## config.mk

```make
export PLATFORM = sky130hd
export DESIGN_NAME = mf_median
export DESIGN_NICKNAME = d
export VERILOG_FILES = /design/src/sv/mf_pkg.sv /design/src/sv/mf_median.sv
export SDC_FILE = /design/constraint.sdc
export NUM_CORES = 1
export LEC_CHECK = 0
export BUFFER_PORTS_ARGS = -buffer_cell sky130_fd_sc_hd__buf_2
export CAP_MARGIN = 20
export CELL_PAD_IN_SITES_DETAIL_PLACEMENT = 0
export CELL_PAD_IN_SITES_GLOBAL_PLACEMENT = 1
export CORE_MARGIN = 3
export CORE_UTILIZATION = 44
export CTS_CLUSTER_SIZE = 14
export DETAILED_ROUTE_END_ITERATION = 16
export PLACE_DENSITY_LB_ADDON = 0.25
export SLEW_MARGIN = 40
export SYNTH_ARGS = -nofsm -noshare
export SYNTH_HDL_FRONTEND = slang
export SYNTH_SLANG_ARGS = --single-unit
```

## constraint.sdc

```tcl
create_clock -name clk_i -period 4.9 [get_ports clk_i]
set_clock_uncertainty 0.1 [all_clocks]
set_input_delay 0.245 -clock clk_i [delete_from_list [all_inputs] [get_ports clk_i]]
set_output_delay 0.245 -clock clk_i [all_outputs]
set_load 0.02 [all_outputs]
```

## src/sv/mf_pkg.sv

```systemverilog
// Shared types, constants and compare helpers for the 3x3 median filter.
// No dependencies; every other file of the block imports this package.
package mf_pkg;

  localparam int unsigned PIX_W      = 8;
  localparam int unsigned FW_W       = 11;   // frame_width register
  localparam int unsigned FH_W       = 13;   // frame_height register, row counters
  localparam int unsigned CFG_W      = 13;   // widest register
  localparam int unsigned MAX_HEIGHT = 4096;
  localparam int unsigned MIN_DIM    = 3;

  typedef logic [PIX_W-1:0] pix_t;

  // three consecutive pixels; index 0 is the newest (or the lowest once sorted)
  typedef logic [2:0][PIX_W-1:0] pix3_t;

  typedef enum logic [0:0] {
    REG_FRAME_WIDTH  = 1'b0,
    REG_FRAME_HEIGHT = 1'b1
  } cfg_reg_e;

  // per-beat control travelling down the pipe
  typedef struct packed {
    logic vld;     // beat present in this stage
    logic res;     // beat yields a result
    logic border;  // result is the center pixel, not the median
    logic fend;    // result is the last pixel of the frame
  } tag_t;

  function automatic pix_t min2(input pix_t a, input pix_t b);
    return (a < b) ? a : b;
  endfunction

  function automatic pix_t max2(input pix_t a, input pix_t b);
    return (a < b) ? b : a;
  endfunction

  function automatic pix_t min3(input pix_t a, input pix_t b, input pix_t c);
    return min2(min2(a, b), c);
  endfunction

  function automatic pix_t max3(input pix_t a, input pix_t b, input pix_t c);
    return max2(max2(a, b), c);
  endfunction

  function automatic pix_t med3(input pix_t a, input pix_t b, input pix_t c);
    return max2(min2(a, b), min2(max2(a, b), c));
  endfunction

  // three compare-exchanges, result ascending from index 0
  function automatic pix3_t sort3(input pix3_t v);
    pix3_t s;
    s = v;
    if (s[0] > s[1]) begin
      s[0] = v[1];
      s[1] = v[0];
    end
    if (s[1] > s[2]) begin
      s[2] = s[1];
      s[1] = v[2];
    end
    if (s[0] > s[1]) begin
      s = {s[2], s[0], s[1]};
    end
    return s;
  endfunction

endpackage

```

## src/sv/mf_median.sv

```systemverilog
// Median-of-nine network over three stages: row sorts, column reduce,
// final med3 with border bypass into the output register. Depends on mf_pkg.
module mf_median (
  input  logic          clk_i,
  input  logic          rst_ni,
  input  logic          en_i,
  input  mf_pkg::tag_t  tag_i,
  input  mf_pkg::pix3_t bot_i,
  input  mf_pkg::pix3_t mid_i,
  input  mf_pkg::pix3_t top_i,
  output logic          valid_o,
  output mf_pkg::pix_t  pixel_o,
  output logic          last_o
);
  import mf_pkg::*;

  tag_t  tag3_q, tag4_q;
  pix3_t srt_bot_q, srt_mid_q, srt_top_q;
  pix_t  ctr3_q, ctr4_q;
  pix_t  lo_max_q, mid_med_q, hi_min_q;
  pix_t  med;

  assign med = med3(lo_max_q, mid_med_q, hi_min_q);

  always_ff @(posedge clk_i or negedge rst_ni) begin
    if (!rst_ni) begin
      tag3_q  <= '0;
      tag4_q  <= '0;
      valid_o <= 1'b0;
    end else if (en_i) begin
      tag3_q  <= tag_i;
      tag4_q  <= tag3_q;
      valid_o <= tag4_q.vld;
    end
  end

  always_ff @(posedge clk_i) begin
    if (en_i) begin
      srt_bot_q <= sort3(bot_i);
      srt_mid_q <= sort3(mid_i);
      srt_top_q <= sort3(top_i);
      ctr3_q    <= mid_i[1];

      lo_max_q  <= max3(srt_bot_q[0], srt_mid_q[0], srt_top_q[0]);
      mid_med_q <= med3(srt_bot_q[1], srt_mid_q[1], srt_top_q[1]);
      hi_min_q  <= min3(srt_bot_q[2], srt_mid_q[2], srt_top_q[2]);
      ctr4_q    <= ctr3_q;

      pixel_o   <= tag4_q.border ? ctr4_q : med;
      last_o    <= tag4_q.fend;
    end
  end

endmodule

```

==> results.toml <==
[status]
run_status = "complete, but fails checks"
failed_checks = "setup timing"

[die]
rows = 55
dieArea_um2 = 25330
die_width_um = 159.2
ios = 89
fp.dieH_um = 159.2
core_region_area_um2 = 22850
start_util = 0.4518

[global_route]
overflow = 0
grt_max_degree = 68
antenna_found_initial = 0
grt_pass1_wl_um = 40870
first_global_vias = 8076
grt_usage = 0.2011

[synthesis]
synth_edf_count = 121
ys_async_sr_fraction = 0.05469
ys_warn_count = 0
ys_types = 59
syn-cell-area_um2 = 10320
synth.avg_cell_area_um2 = 10.42
ys_seq_area_frac = 0.3690
syn-num-nets = 1212
synth_cells = 991
synth-seq-cells = 128
synth_ff_type = "edfxtp_1"

[layout]
antenna_cells = 0
drive_above_1_share = 0.3768
fin_area_um2 = 13840
syn_to_final_growth_pct = 34.05
instances_no_fill = 1587
finalNetCount = 1482

[setup_path]
setup.worst_path.end_class = "flop"
ff2ff_path_depth = 22
crit_fanout = 6
cp.required_ns = 5.10
path_class = "flop to flop"
start_kind = "flop"
critPathArrivalTime_ns = 5.31

[routing]
dr.pass1.iters = 5
routed_wl_um = 25400
drcViolationCount = 0
drtIter0Drc = 377
drtAntennaViolNets = 0
routed-via-count = 8076
avgRoutedWirePerCell_um = 16.00
vias_per_cell = 5.089

[placed_design]
gp_congestion = 0.8488
place_area_um2 = 12570
buffer_ports.inserted = 87
place_hpwl_um = 20070
placed_cells = 1527
dp_slack_ns = -0.4370

[flow_run]
max_cap_violations = 0

[timing]
worstMarginPinSlew_ns = 0.7785
slew_viol_final = 0
finalWorstSetupSlack_ns = -0.2170
relSlewSlack = 0.4775
fin_crit_sh = 1.044
holdWs_ns = 0.02691
finalSetupViolCount = 9
max_freq_mhz = 195.4
fin_crit_ns = 5.117
fin_tns_setup_ns = -1.637
hold_viol = 0
rsz0062_at_grt = "yes"

[pwr]
p_leak_nw = 6.428
peakVddDrop_mv = 0.5725
sw_frac_of_total = 0.4054
intPower_mw = 6.077
clkPwrFrac = 0.122
pwr-share-seq = 0.184
switching_power_mw = 4.142
pwr-share-comb = 0.694
power_density_nw_per_um2 = 738.6

[clocking]
clkLatencyLatePin_ns = 0.42
cts.clk_slew.worst_paths_ns = 0.07
clock_sinks = 128
cts_tree = "built"
cts-htree-levels = 4
root_buffer = "clkbuf_16"
numCtsBuffers = 17
clockBufferDepth = 2

[min_path]
whs_path_depth = 2
hold_path.class = "input pin to flop"
==> synthesized netlist by cell type, drive strengths merged, types with 2 or more instances <==
cell / number / share of area
o21ai: 53 / 0.026
edfxtp: 121 / 0.35
nand4: 7 / 0.0042
nor3: 4 / 0.0019
o2111ai: 3 / 0.0025
nor2: 43 / 0.016
a21oi: 74 / 0.036
nor2b: 24 / 0.015
a211oi: 5 / 0.0036
o2bb2ai: 2 / 0.0023
o31a: 3 / 0.0025
or2: 6 / 0.0036
nand2: 45 / 0.016
buf: 11 / 0.0056
nand2b: 9 / 0.0062
o21a: 26 / 0.019
inv: 133 / 0.048
a21o: 20 / 0.015
or3: 2 / 0.0012
nand3: 16 / 0.0078
and3: 6 / 0.0036
o211ai: 4 / 0.0029
a2111oi: 5 / 0.0062
ha: 142 / 0.17
nand3b: 4 / 0.0029
mux2i: 105 / 0.10
dfrtp: 7 / 0.017
o311ai: 2 / 0.0034
clkbuf: 14 / 0.0051
a221oi: 2 / 0.0023
mux2: 77 / 0.084
a31oi: 2 / 0.0012
==> metal layers <==
layer,GRT usage,vias up,part of all wire
met1,0.2677,3781,0.47
li1,-,4167,-
met2,0.3402,101,0.49
met4,0.06168,0,0.017
met5,0,-,0
met3,0.02966,27,0.024
==> critical path, cell delays in order (launching register included) <==
cell	delay, ns
edfxtp_1	0.41
inv_2	0.09
ha_4	0.20
a21o_1	0.16
a21o_1	0.18
a21oi_2	0.14
o21a_1	0.17
buf_6	0.12
mux2_4	0.31
ha_4	0.26
a211oi_4	0.31
o2111ai_4	0.18
o311ai_4	0.43
mux2i_2	0.30
ha_1	0.29
a21o_1	0.18
a21o_1	0.19
o21a_1	0.20
nor2_1	0.13
a21oi_2	0.07
buf_6	0.15
or3_1	0.32
nand3_2	0.08
==> kinds of logic (layout without fill, tap and decap cells) <==
logic type | after synthesis | in the layout | synth area share
AO/OA/AOI/OAI | 211 | 212 | 0.1329
multiplexers | 182 | 182 | 0.1858
AND/OR/NAND/NOR | 170 | 170 | 0.08121
buffers and inverters | 158 | 440 | 0.05903
adder cells (fa/ha/maj) | 142 | 142 | 0.1721
flip-flops | 128 | 128 | 0.3690
==> state kept, by name, indices dropped and copies added (netlist names), 3 cells and up <==
register and count:
srt_bot_q 24, srt_mid_q 24, srt_top_q 24, ctr3_q 8
ctr4_q 8, hi_min_q 8, lo_max_q 8, mid_med_q 8
pixel_o 8, tag3_q 3, tag4_q 3
==> path summary, 6_finish.rpt <==
check | from | endpoint | slack, ns
hold / removal | mid_i[10] | ctr3_q[2] | 0.03
min in group asynchronous | rst_ni | tag3_q[0] | 0.07
max in group asynchronous | rst_ni | tag3_q[3] | 4.47
hold reg to reg | ctr3_q[5] | ctr4_q[5] | 0.32
setup / recovery | mid_med_q[5] | pixel_o[5] | -0.22
setup reg to reg | mid_med_q[5] | pixel_o[5] | -0.22
==> layout make-up <==
cell class / instances / area [um^2]
inverter: 133 / 509.2
tap: 313 / 391.6
fill: 1971 / 9010
sequential: 128 / 3809
clock inverter: 15 / 165.2
timing repair buffer: 275 / 1973
clock buffer: 17 / 425.4
multi-input combinational: 706 / 6564
==> through the flow <==
step | util | total power, mW
floorplan | - | 5.819
global placement | 0.5500 | 7.660
detailed placement | 0.5500 | 7.755
CTS | 0.5943 | 9.731
global route | 0.6056 | 11.00
finish | 0.6056 | 10.22
==> placed cells by master (no fill, tap or decap), types with 5 or more instances in the layout <==
cell	synthesis	final
inv_2	0	5
dfrtp_1	7	7
mux2_4	0	10
a21oi_1	73	51
edfxtp_1	121	121
nor2_1	43	43
mux2_2	75	66
nand4_1	7	7
buf_4	0	171
ha_1	142	125
mux2i_1	105	90
nand2_1	45	40
a21oi_2	1	21
and3_1	6	6
ha_4	0	14
o21a_1	26	26
clkbuf_16	0	18
nand2b_1	8	8
nor2b_1	24	23
o21ai_2	2	6
buf_6	1	7
inv_8	0	6
inv_1	133	126
o21ai_1	13	22
o21ai_0	38	21
buf_2	7	85
mux2i_2	0	11
nand3_1	16	14
a21o_1	20	20
==> power groups by stage <==
stage / registers, mW / logic [mW] / clock network [mW]
after detailed placement: 1.90 / 5.86 / 0
after CTS: 1.88 / 6.58 / 1.27
after global routing: 1.92 / 7.76 / 1.32
after floorplan: 1.88 / 3.94 / 0
final: 1.89 / 7.09 / 1.25
after global placement: 1.89 / 5.77 / 0
==> repair_timing <==
| item | 4_1_cts | 5_1_grt |
|---|---|---|
| pin swaps | 27 | 22 |
| setup buffers | 10 | 10 |
| hold endpoints to repair | 10 | 0 |
| hold buffers | 4 | 0 |
| resized for setup | 58 | 36 |
| endpoints found under the setup margin | 17 | 35 |
| gates cloned | 2 | 1 |
No activity file was read; power rests on OpenSTA's default activity.
