**src/sv/mf_pkg.sv**
```systemverilog
// Shared types, constants and compare helpers for the 3x3 median filter.
// No dependencies; every other file of the block imports this package.
package mf_pkg;

  localparam int unsigned PIX_W      = 8;
  localparam int unsigned FW_W       = 11;   // frame_width register
  localparam int unsigned FH_W       = 13;   // frame_height register, row counters
  localparam int unsigned CFG_W      = 13;   // widest register
  localparam int unsigned MAX_HEIGHT = 4096;
  localparam int unsigned MIN_DIM    = 3;

  typedef logic [PIX_W-1:0] pix_t;

  // three consecutive pixels; index 0 is the newest (or the lowest once sorted)
  typedef logic [2:0][PIX_W-1:0] pix3_t;

  typedef enum logic [0:0] {
    REG_FRAME_WIDTH  = 1'b0,
    REG_FRAME_HEIGHT = 1'b1
  } cfg_reg_e;

  // per-beat control travelling down the pipe
  typedef struct packed {
    logic vld;     // beat present in this stage
    logic res;     // beat yields a result
    logic border;  // result is the center pixel, not the median
    logic fend;    // result is the last pixel of the frame
  } tag_t;

  function automatic pix_t min2(input pix_t a, input pix_t b);
    return (a < b) ? a : b;
  endfunction

  function automatic pix_t max2(input pix_t a, input pix_t b);
    return (a < b) ? b : a;
  endfunction

  function automatic pix_t min3(input pix_t a, input pix_t b, input pix_t c);
    return min2(min2(a, b), c);
  endfunction

  function automatic pix_t max3(input pix_t a, input pix_t b, input pix_t c);
    return max2(max2(a, b), c);
  endfunction

  function automatic pix_t med3(input pix_t a, input pix_t b, input pix_t c);
    return max2(min2(a, b), min2(max2(a, b), c));
  endfunction

  // three compare-exchanges, result ascending from index 0
  function automatic pix3_t sort3(input pix3_t v);
    pix3_t s;
    s = v;
    if (s[0] > s[1]) begin
      s[0] = v[1];
      s[1] = v[0];
    end
    if (s[1] > s[2]) begin
      s[2] = s[1];
      s[1] = v[2];
    end
    if (s[0] > s[1]) begin
      s = {s[2], s[0], s[1]};
    end
    return s;
  endfunction

endpackage

```
**src/sv/mf_ctrl.sv**
```systemverilog
// Frame geometry registers, input/output position counters and line
// address generation (first pipe stage). Depends on mf_pkg.
module mf_ctrl #(
  parameter int unsigned MAX_WIDTH = 1024,
  parameter int unsigned ADDR_W    = 12
) (
  input  logic                     clk_i,
  input  logic                     rst_ni,
  input  logic                     en_i,
  input  logic                     valid_i,
  input  mf_pkg::pix_t             pixel_i,
  input  logic                     fstart_i,
  input  logic                     cfg_we_i,
  input  logic [0:0]               cfg_idx_i,
  input  logic [mf_pkg::CFG_W-1:0] cfg_data_i,
  output mf_pkg::tag_t             tag_o,
  output mf_pkg::pix3_t            wdata_o,
  output logic [ADDR_W-1:0]        waddr_o,
  output logic [ADDR_W-1:0]        raddr_mid_o,
  output logic [ADDR_W-1:0]        raddr_top_o
);
  import mf_pkg::*;

  localparam int unsigned CW = $clog2(MAX_WIDTH + 1);
  localparam int unsigned LW = CW + 1;
  localparam int unsigned EW = (CW > FW_W) ? CW : FW_W;

  logic [FW_W-1:0]   fwidth_q;
  logic [FH_W-1:0]   fheight_q;
  logic [CW-1:0]     col_q, col_d, ocol_q, ocol_d;
  logic [FH_W-1:0]   row_q, row_d, orow_q, orow_d;
  logic [LW-1:0]     lead_q, lead_d;
  logic [ADDR_W-1:0] pos_q, pos_d;
  pix_t              hist1_q, hist2_q, val;

  logic [CW-1:0]   w;
  logic [FH_W-1:0] h;
  logic [EW-1:0]   fw_ext;
  logic [CW-1:0]   col_c, ocol_c;
  logic [FH_W-1:0] row_c, orow_c;
  logic [LW-1:0]   lead_c, col_inc, ocol_inc, w_ext;
  logic [FH_W-1:0] orow_inc;
  logic            accept, res, border, fend;

  assign accept = valid_i & en_i;

  // effective geometry, saturated to the supported range
  assign fw_ext = EW'(fwidth_q);
  always_comb begin
    if (fw_ext < EW'(MIN_DIM)) begin
      w = CW'(MIN_DIM);
    end else if (fw_ext > EW'(MAX_WIDTH)) begin
      w = CW'(MAX_WIDTH);
    end else begin
      w = CW'(fw_ext);
    end
    if (fheight_q < FH_W'(MIN_DIM)) begin
      h = FH_W'(MIN_DIM);
    end else if (fheight_q > FH_W'(MAX_HEIGHT)) begin
      h = FH_W'(MAX_HEIGHT);
    end else begin
      h = fheight_q;
    end
  end

  always_comb begin
    col_c  = fstart_i ? '0 : col_q;
    row_c  = fstart_i ? '0 : row_q;
    ocol_c = fstart_i ? '0 : ocol_q;
    orow_c = fstart_i ? '0 : orow_q;
    lead_c = fstart_i ? '0 : lead_q;

    w_ext    = LW'(w);
    col_inc  = LW'(col_c) + LW'(1);
    ocol_inc = LW'(ocol_c) + LW'(1);
    orow_inc = orow_c + FH_W'(1);

    pos_d  = pos_q + ADDR_W'(1);
    col_d  = col_c;
    row_d  = row_c;
    ocol_d = ocol_c;
    orow_d = orow_c;
    lead_d = lead_c;

    // past the last row the line store takes zeros
    val = '0;
    if (row_c < h) begin
      val = pixel_i;
      if (col_inc >= w_ext) begin
        col_d = '0;
        row_d = row_c + FH_W'(1);
      end else begin
        col_d = CW'(col_inc);
      end
    end

    res = 1'b0;
    if (lead_c < w_ext + LW'(1)) begin
      lead_d = lead_c + LW'(1);
    end else if (orow_c < h) begin
      res = 1'b1;
      if (ocol_inc >= w_ext) begin
        ocol_d = '0;
        orow_d = orow_inc;
      end else begin
        ocol_d = CW'(ocol_inc);
      end
    end

    border = !((orow_c != '0) && (orow_inc < h) && (ocol_c != '0) && (ocol_inc < w_ext));
    fend   = (orow_inc == h) && (ocol_inc >= w_ext);
  end

  always_ff @(posedge clk_i or negedge rst_ni) begin
    if (!rst_ni) begin
      fwidth_q  <= FW_W'(640);
      fheight_q <= FH_W'(480);
    end else if (cfg_we_i) begin
      unique case (cfg_reg_e'(cfg_idx_i))
        REG_FRAME_WIDTH:  fwidth_q  <= cfg_data_i[FW_W-1:0];
        REG_FRAME_HEIGHT: fheight_q <= cfg_data_i[FH_W-1:0];
        default: ;
      endcase
    end
  end

  always_ff @(posedge clk_i or negedge rst_ni) begin
    if (!rst_ni) begin
      col_q   <= '0;
      row_q   <= '0;
      ocol_q  <= '0;
      orow_q  <= '0;
      lead_q  <= '0;
      pos_q   <= '0;
      hist1_q <= '0;
      hist2_q <= '0;
      tag_o   <= '0;
    end else if (en_i) begin
      tag_o <= '{vld: accept, res: res, border: border, fend: fend};
      if (accept) begin
        col_q   <= col_d;
        row_q   <= row_d;
        ocol_q  <= ocol_d;
        orow_q  <= orow_d;
        lead_q  <= lead_d;
        pos_q   <= pos_d;
        hist1_q <= val;
        hist2_q <= hist1_q;
      end
    end
  end

  // stage-1 payload: three newest pixels and the line addresses
  always_ff @(posedge clk_i) begin
    if (accept) begin
      wdata_o     <= {hist2_q, hist1_q, val};
      waddr_o     <= pos_d;
      raddr_mid_o <= pos_d - ADDR_W'(w);
      raddr_top_o <= pos_d - ADDR_W'({w, 1'b0});
    end
  end

endmodule

```
**config.mk**
```make
export PLATFORM = sky130hd
export DESIGN_NAME = mf_ctrl
export DESIGN_NICKNAME = d
export VERILOG_FILES = /design/src/sv/mf_pkg.sv /design/src/sv/mf_ctrl.sv
export SDC_FILE = /design/constraint.sdc
export NUM_CORES = 1
export LEC_CHECK = 0
export BUFFER_PORTS_ARGS = -buffer_cell sky130_fd_sc_hd__buf_2
export CORE_MARGIN = 3
export CORE_UTILIZATION = 61
export DETAILED_ROUTE_END_ITERATION = 6
export PLACE_DENSITY = 0.82
export REMOVE_ABC_BUFFERS = 1
export SLEW_MARGIN = 5
export SYNTH_ARGS = -nofsm -noshare
export SYNTH_HDL_FRONTEND = slang
export SYNTH_SLANG_ARGS = --single-unit
```
**constraint.sdc**
```tcl
create_clock -name clk_i -period 4.1 [get_ports clk_i]
set_input_delay 0 -clock clk_i [delete_from_list [all_inputs] [get_ports clk_i]]
set_output_delay 0 -clock clk_i [all_outputs]
set_load 0.02 [all_outputs]
```
==> results.yml, run 1 <==
setup_path:
  critPathLaunchType: "flop"
  critPathTopFamily: "simple AND/OR/NAND/NOR gates"
  crit_path_end_kind: "flop"
  cp.depth: 18
  slowest_stage: "dfrtp_1"
  arrival_ps: 4240
  rr_worst_depth: 18
  path_buf_inv: 2
  critPathKind: "flop to flop"
  cp_max_fo: 8
  r2r_slack_ps: 170
  crit_top_cell: "nand2_1"
  cp.required_ps: 4410
  regToRegStartpoint: "fw_ext[6]"
  path_cells: "nor4_4 -> nand2_1 -> a21o_1 -> inv_1 -> ha_2 -> nand3_1 -> xnor2_1 -> nand2_1 -> ha_1 -> and4_1 -> nand2_1 -> a221o_1 -> o21ai_4 -> nand3b_4 -> nor2_4 -> buf_4 -> mux2i_1 -> a21oi_1"
  max_stage_delay_ps: 460
  rr_endpoint: "orow_q[0]"
route:
  drt-met1-wl_mm: 10.8
  wl_mm: 25.9
  vias: 8709
  wl_met2_mm: 12.5
  postRouteAntennaNets: 0
  drtIter0Drc: 744
  wire_per_inst_um: 17.9
  wl_met3_mm: 1.72
  highest_layer: "met4"
  drc_errors: 0
  vias_per_cell: 6.03
  firstDrtPassIters: 5
global_route:
  grt.total_usage_pct: 26.8
  grt_pass1_wl_mm: 42.3
  overflow: 0
  antenna_found_initial: 0
  first_global_vias: 8655
  grt_max_degree: 85
final_layout:
  diodes: 0
  multi_input_area_sq_um: 5880
  n_fill_cell: 1225
  final_area_sq_um: 12500
  fin_nets: 1337
  drive_above_1_share_pct: 18.2
  syn_to_final_growth_pct: 15.7
  regArea_sq_um: 4680
synthesis:
  synth_area_leaders: "dfrtp_1, edfxtp_1, ha_1"
  synth-simple-area-share_pct: 19.2
  netlist-cell-type-count: 74
  yosys.area.top_type: "dfrtp_1"
  synth_most_common_cell: "nand2_1"
  yosysTopAreaCellShare_pct: 25.5
  synth-adder-area-share_pct: 12.1
  synthMuxAreaShare_pct: 3.71
  synthTopCellsByCount: "nand2_1, dfrtp_1, ha_1, a21oi_1, edfxtp_1"
  synth_edf_count: 59
  synth_area_sq_um: 10800
  synth-compound-area-share_pct: 12.5
  synthArstFlopShare_pct: 66.3
  ys_warn_count: 0
  syn_avg_cell_area_sq_um: 10.1
  synth_seq_cells: 175
  synth_top_family_by_area: "simple AND/OR/NAND/NOR gates"
  ys_seq_area_share_pct: 43.4
  ys.flop_type: "dfrtp_1"
  syn_inst: 1073
  synth-xor-area-share_pct: 6.57
cts:
  clk_pin_slew_ps: 70
  numCtsBuffers: 17
  cts_buffer_depth: 2
  h-tree-depth: 4
  cts.sinks: 175
  clkLatencyLatePin_ps: 440
  cts_root_buf: "clkbuf_16"
  cts_tree: "built"
placed_design:
  dpl.hpwl_mm: 18.0
  placement.io_buffers: 91
  place_area_sq_um: 11500
  place_congestion: 0.939
floorplanning:
  die_h_um: 139
  chipWidth_um: 139
  core_sq_um: 17300
  num_rows: 48
  io_pins: 92
  initial_utilization_pct: 62.4
  die_area_sq_um: 19300
run:
  cap_violations: 0
timing:
  fmax_mhz: 255
  setup_viol: 0
  min_period_over_period_pct: 95.8
  worstMarginPinSlew_ps: 982
  slew_headroom_pct: 34.4
  worst_clock_skew_ps: 9.11
  maxSlewViolCount: 0
  finalHoldViolCount: 0
  fin_crit_ps: 3930
worst_hold_path:
  hp-start: "fstart_i"
  hold_path_end: "lead_q[9]"
  hold_depth: 2
  hold_path.class: "primary input to flop"
power:
  p_total_w: 0.00559
  ir_drop_mv: 0.353
  p_leak_nw: 5.63
  powerDensity_nw_per_um2: 447
status:
  status: "complete, no violations"
==> layout make-up <==
cell class              count  share of cell area, %
multi-input cells         833                   47.1
flip-flops and latches    175                   37.5
repair buffers            151                   7.73
clock buffers              17                   3.41
well taps                 225                   2.25
clock inverters            15                   1.21
inverters                  28                  0.852
==> how the worst max path moves through the flow <==
| stage | startpoint | endpoint | slack [ps] |
|---|---|---|---|
| after detailed placement | fw_ext[3] | ocol_q[7] | 60 |
| after floorplan | en_i | row_q[2] | 170 |
| after global routing | fw_ext[6] | ocol_q[5] | -30 |
| final | fw_ext[6] | orow_q[0] | 170 |
| after global placement | fw_ext[3] | ocol_q[7] | 200 |
| after CTS | fw_ext[4] | orow_q[7] | 20 |
==> registers in the layout (all words and copies together) (netlist names) <==
| name | flops |
|---|---|
| pos_q | 12 |
| raddr_mid_o | 12 |
| col_q | 11 |
| ocol_q | 11 |
| waddr_o | 12 |
| lead_q | 12 |
| fw_ext | 11 |
| hist2_q | 8 |
| hist1_q | 8 |
| orow_q | 13 |
| row_q | 13 |
| tag_o | 4 |
| fheight_q | 13 |
| raddr_top_o | 11 |
| wdata_o | 24 |
==> cells by family (layout without fill, tap and decap cells) <==
kind of cell / count (synthesis) / after routing
simple gates: 405 / 406
other cells: 1 / 1
fa+ha+maj: 103 / 103
flops: 175 / 175
mux: 36 / 36
buf+inv: 66 / 211
compound gates: 206 / 206
xor+xnor: 81 / 81
==> metal layers <==
| layer | GRT usage (%) | up-vias |
|---|---|---|
| met5 | 0 | - |
| met4 | 11.2 | 0 |
| met3 | 5.31 | 65 |
| met2 | 44.6 | 366 |
| met1 | 34.4 | 4149 |
| li1 | - | 4129 |
==> worst reg2reg max path: cells and delay by family (launching register included) <==
| family | cells | cell delay, ps |
|---|---|---|
| AOI/OAI and AO/OA | 4 | 890 |
| xor gates and xnor gates | 1 | 170 |
| adders and majority gates | 2 | 500 |
| buffers and inverters | 2 | 210 |
| DFF | 1 | 460 |
| muxes | 1 | 180 |
| and+or+nand+nor | 8 | 1370 |
==> through the flow <==
stage	cells	util, %	hold slack (ps)	setup WS (ps)	TNS [ps]
3_5_place_dp	1373	66.7	122	56.7	0
6_report	1444	72.2	74.2	171	0
3_3_place_gp	1373	66.7	109	197	0
5_1_grt	1444	72.2	83.8	-31.3	-125
4_1_cts	1430	71.4	51.0	17.8	0
2_1_floorplan	1035	-	-296	170	0
==> cell usage in the layout, fill, tap and decap left out, types with 23 or more instances in the layout <==
cell / synthesis / layout
a21oi_1: 59 / 59
buf_2: 2 / 90
buf_4: 1 / 38
dfrtp_1: 110 / 110
dlygate4sd3_1: 0 / 23
edfxtp_1: 59 / 59
ha_1: 101 / 100
inv_1: 27 / 26
mux2_2: 31 / 31
nand2_1: 148 / 147
nand3_1: 36 / 36
nor2_1: 56 / 56
nor2b_1: 56 / 56
o21ai_0: 51 / 50
xnor2_1: 51 / 51
xor2_1: 30 / 30
==> report_power, final <==
part           internal [W]  switching (W)
Combinational      0.000711        0.00100
Clock              0.000809       0.000774
Sequential          0.00214       0.000156
Total               0.00366        0.00193
==> what timing repair did <==
item | CTS | global route
buffers inserted | 2 | 13
pin swaps | 2 | 7
hold buffers | 23 | 0
endpoints found under the hold margin | 96 | 0
cloned | 0 | 1
setup endpoints to repair | 5 | 33
gates resized for setup | 0 | 6
Power figures use the tool's default switching activity.
==> inputs of run 2 (changes only) <==
CORE_ASPECT_RATIO = 0.9   (was unset)
==> results.yml, run 2 (same netlist as run 1, synthesis figures left out) <==
status:
  status: "complete, no violations"
cts:
  cts.sinks: 175
  cts_root_buf: "clkbuf_16"
  h-tree-depth: 4
  clk_pin_slew_ps: 80
  cts_tree: "built"
  clkLatencyLatePin_ps: 440
  numCtsBuffers: 17
  cts_buffer_depth: 2
route:
  wl_mm: 25.5
  wl_met2_mm: 12.2
  wire_per_inst_um: 17.5
  firstDrtPassIters: 5
  vias: 8675
  drt-met1-wl_mm: 11.4
  postRouteAntennaNets: 0
  drtIter0Drc: 684
  wl_met3_mm: 1.39
  vias_per_cell: 5.95
  highest_layer: "met4"
  drc_errors: 0
final_layout:
  top_register: "wdata_o"
  n_fill_cell: 1220
  multi_input_area_sq_um: 5900
  regArea_sq_um: 4680
  diodes: 0
  layout_common_cells: "nand2_1, dfrtp_1, ha_1"
  drive_above_1_share_pct: 18.7
  largest_register_ffs: 24
  syn_to_final_growth_pct: 16.8
  layout_commonest_cell: "nand2_1"
  final_util_pct: 73.7
  fin_nets: 1340
  instances_no_fill: 1457
timing:
  maxSlewViolCount: 0
  hold-worst-slack_ps: 47.2
  slew_headroom_pct: 35.3
  min_period_over_period_pct: 95.1
  worst_clock_skew_ps: 9.60
  worstMarginPinSlew_ps: 968
  setup_viol: 0
  fmax_mhz: 256
  layout_setup_ws_ps: 200
  finalHoldViolCount: 0
  rsz0062_at_grt: "true"
  fin_crit_ps: 3900
setup_path:
  crit_path_end_kind: "flop"
  critPathLaunchType: "flop"
  cp.required_ps: 4480
  cp_max_fo: 7
  critPathKind: "flop to flop"
  arrival_ps: 4280
global_route:
  grt_max_degree: 56
  overflow: 0
  first_global_vias: 8469
  grt.total_usage_pct: 26.5
  antenna_found_initial: 0
  grt_pass1_wl_mm: 41.6
floorplanning:
  die_area_sq_um: 19300
  num_rows: 45
  initial_utilization_pct: 63.1
  core_sq_um: 17100
  chipWidth_um: 146
  io_pins: 92
  die_h_um: 132
placed_design:
  place_congestion: 0.913
  dpl.hpwl_mm: 17.9
  dpl_worst_slack_ps: 66.3
  post-place-cells: 1390
  placement.io_buffers: 91
power:
  p_leak_nw: 5.71
  ir_drop_mv: 0.396
  powerDensity_nw_per_um2: 456
run:
  cap_violations: 0
worst_hold_path:
  hold_path.class: "primary input to flop"
## run 2: worst paths after layout
check	from	endpoint	slack, ps	depth (start not counted)
min	valid_i	orow_q[0]	50	4
max in group asynchronous	rst_ni	lead_q[9]	3050	3
max	fw_ext[3]	ocol_q[10]	200	18
min reg2reg	hist2_q[7]	wdata_o[23]	450	0
min in group asynchronous	rst_ni	row_q[2]	90	2
max reg2reg	fw_ext[3]	ocol_q[10]	200	18
## run 2: where the power goes
| part | total [W] | internal, W | switching, W | leakage [nW] |
|---|---|---|---|---|
| registers | 0.00228 | 0.00213 | 0.000150 | 2.06 |
| logic | 0.00173 | 0.000721 | 0.00101 | 3.34 |
| clock network | 0.00174 | 0.000945 | 0.000794 | 0.309 |
## run 2: critical path, cell delays in order, from the launching register on
cell and delay (ps):
dfrtp_1 410, nor4_4 380, nand2_2 130, a21o_1 210, inv_1 70, ha_2 220
nand3_1 100, xnor2_1 160, nand2_1 80, ha_1 310, and4_1 230, nand2_1 60
a221o_1 300, o21ai_4 230, nand3b_4 180, nor3_4 350, buf_4 170, buf_4 90
a22o_1 130
## run 2: per-layer routing
| layer | GRT usage (%) | vias up |
|---|---|---|
| met1 | 36.0 | 4146 |
| met3 | 4.78 | 50 |
| met5 | 0 | - |
| met2 | 43.9 | 336 |
| met4 | 7.52 | 0 |
| li1 | - | 4143 |
## run 2: layout make-up
cell class	count	share of cell area [%]
multi-input combinational	833	46.8
sequential	175	37.1
timing repair buffer	154	7.84
clock buffer	17	3.37
tap	235	2.33
clock inverter	15	1.71
inverter	28	0.843
## run 2: stage by stage
| stage | power, W | instance area, sq um | setup TNS (ps) |
|---|---|---|---|
| floorplan | 0.00349 | 10600 | 0 |
| finish | 0.00575 | 12600 | 0 |
| CTS | 0.00575 | 12500 | 0 |
| detailed placement | 0.00399 | 11600 | 0 |
| global placement | 0.00392 | 11600 | 0 |
| global route | 0.00606 | 12600 | -401 |
## run 2: what timing repair did
item	4_1_cts	5_1_grt
hold buffers	23	0
buffers inserted	0	11
pin swaps	1	7
resized for setup	0	11
setup endpoints to repair	1	37
endpoints found under the hold margin	87	0
gates cloned	0	1
==> inputs of run 3 (changes only) <==
GPL_TIMING_DRIVEN = 0   (was unset)
==> results.yml, run 3 (same netlist as run 1, synthesis figures left out) <==
status:
  status: "complete, no violations"
setup_path:
  crit_path_end_kind: "flop"
  cp-startpoint: "fw_ext[4]"
  critPathKind: "flop to flop"
  slowest_stage: "dfrtp_2"
  cp_max_fo: 7
  max_stage_delay_ps: 440
  arrival_ps: 4410
  regToRegStartpoint: "fw_ext[4]"
  critPathLaunchType: "flop"
  path_cells: "nor4_4 -> buf_4 -> nand2_2 -> a21o_4 -> inv_2 -> ha_4 -> buf_4 -> nand3_1 -> xnor2_1 -> nand2_1 -> ha_1 -> and4_1 -> nand2_1 -> a221o_1 -> o21ai_4 -> nand3b_4 -> nor2_4 -> buf_12 -> a21boi_0 -> a221o_1"
  cp.required_ps: 4420
cts:
  clkLatencyLatePin_ps: 450
  cts_buffer_depth: 2
  cts_tree: "built"
  h-tree-depth: 4
  numCtsBuffers: 17
  cts.sinks: 175
  clk_pin_slew_ps: 70
  cts_root_buf: "clkbuf_16"
timing:
  setup_viol: 0
  slew_headroom_pct: 31.4
  min_period_over_period_pct: 99.6
  fin_crit_ps: 4080
  worstMarginPinSlew_ps: 1030
  worst_clock_skew_ps: 12.8
  finalHoldViolCount: 0
  finalSetupTns_ps: 0
  maxSlewViolCount: 0
  hold-worst-slack_ps: 97.4
  fmax_mhz: 245
floorplanning:
  num_rows: 45
  io_pins: 92
  die_area_sq_um: 19300
  die_h_um: 132
  chipWidth_um: 146
  initial_utilization_pct: 63.1
  core_sq_um: 17100
global_route:
  grt_max_degree: 86
  grt_pass1_wl_mm: 41.6
  overflow: 0
  antenna_found_initial: 0
  grt.total_usage_pct: 26.3
  first_global_vias: 8494
power:
  powerDensity_nw_per_um2: 447
  p_sw_w: 0.00197
  ir_drop_mv: 0.425
  p_leak_nw: 5.64
  p_comb_share_pct: 30.7
  sw_frac_of_total_pct: 34.8
  clock_power_share_pct: 28.6
  pwr-share-seq_pct: 40.6
  p_int_w: 0.00369
final_layout:
  layout_commonest_cell: "nand2_1"
  drive_above_1_share_pct: 19.5
  fin_nets: 1330
  largest_register_ffs: 24
  syn_to_final_growth_pct: 17.3
  final_util_pct: 74.0
  instances_no_fill: 1447
  top_register: "wdata_o"
  n_fill_cell: 1193
  final_area_sq_um: 12700
  diodes: 0
  layout_common_cells: "nand2_1, dfrtp_1, ha_1"
worst_hold_path:
  hold_path.class: "primary input to async pin"
run:
  cap_violations: 0
route:
  wl_mm: 25.8
  firstDrtPassIters: 6
  drc_errors: 0
  wire_per_inst_um: 17.8
  vias: 8750
  vias_per_cell: 6.05
  postRouteAntennaNets: 0
  drtIter0Drc: 645
placed_design:
  place_area_sq_um: 11500
  post-place-cells: 1364
  placement.io_buffers: 91
  dpl.hpwl_mm: 17.1
  place_congestion: 0.871
[run 3: changes by cell type in the layout (fill, tap and decap cells not counted), sizes merged]
cell,delta
clkinvlp,+2
bufinv,-2
dlygate4sd3,+2
buf,-11
inv,+2
nand3b,-1
clkinv,-2
[run 3: cell type report]
cell class / instances / area (sq um) / area share, %
inverters: 28 / 111 / 0.880
clock inverters: 15 / 166 / 1.31
clock buffers: 17 / 425 / 3.36
repair buffers: 145 / 1010 / 8.01
well taps: 235 / 294 / 2.32
flip-flops and latches: 175 / 4690 / 37.0
multi-input cells: 832 / 5960 / 47.1
[run 3: path summary, 6_finish.rpt]
| path | to | slack (ps) | cells past startpoint |
|---|---|---|---|
| worst max register to register | orow_q[7] | 20 | 20 |
| worst min-delay path | fheight_q[11] | 100 | 2 |
| worst max-delay path | orow_q[7] | 20 | 20 |
| worst min register to register | wdata_o[16] | 450 | 0 |
| min in group clk_i | fw_ext[1] | 120 | 3 |
| max in group asynchronous | pos_q[11] | 3310 | 3 |
[run 3: power groups by stage]
stage | Sequential (W) | Combinational, W | Clock (W)
global placement | 0.00231 | 0.00157 | 0
CTS | 0.00229 | 0.00169 | 0.00163
finish | 0.00230 | 0.00174 | 0.00162
floorplan | 0.00242 | 0.00107 | 0
detailed placement | 0.00232 | 0.00164 | 0
global route | 0.00233 | 0.00194 | 0.00171
[run 3: metal layers]
layer  routed length [um]  share of wire [%]  global-route usage, %  vias up
li1                     -                  -                      -     4120
met1                11300                 44                   36.0     4234
met2                12200                 47                   41.8      352
met3                 1660                6.4                   5.95       42
met4                  496                1.9                   8.41        2
met5                   42               0.16                      0        -
[run 3: what timing repair did]
action,4_1_cts,5_1_grt
setup buffers,14,12
gates resized for setup,14,22
endpoints found under the setup margin,41,47
endpoints found under the hold margin,113,0
hold buffers,25,0
pin swaps,7,11
[run 3: critical path, delay by kind of cell, from the launching register on]
kind                     cells  cell delay [ps]
adder cells (fa/ha/maj)      2              480
AND/OR/NAND/NOR              8             1290
flip-flops                   1              440
AO/OA/AOI/OAI                5             1120
XOR/XNOR                     1              160
buffers and inverters        4              470
[run 3: metrics by stage]
| stage | power, W | worst slack [ps] |
|---|---|---|
| after detailed placement | 0.00396 | -672 |
| after floorplan | 0.00349 | 170 |
| after global routing | 0.00597 | -150 |
| after global placement | 0.00388 | -2040 |
| final | 0.00566 | 18.3 |
| after CTS | 0.00562 | 2.69 |
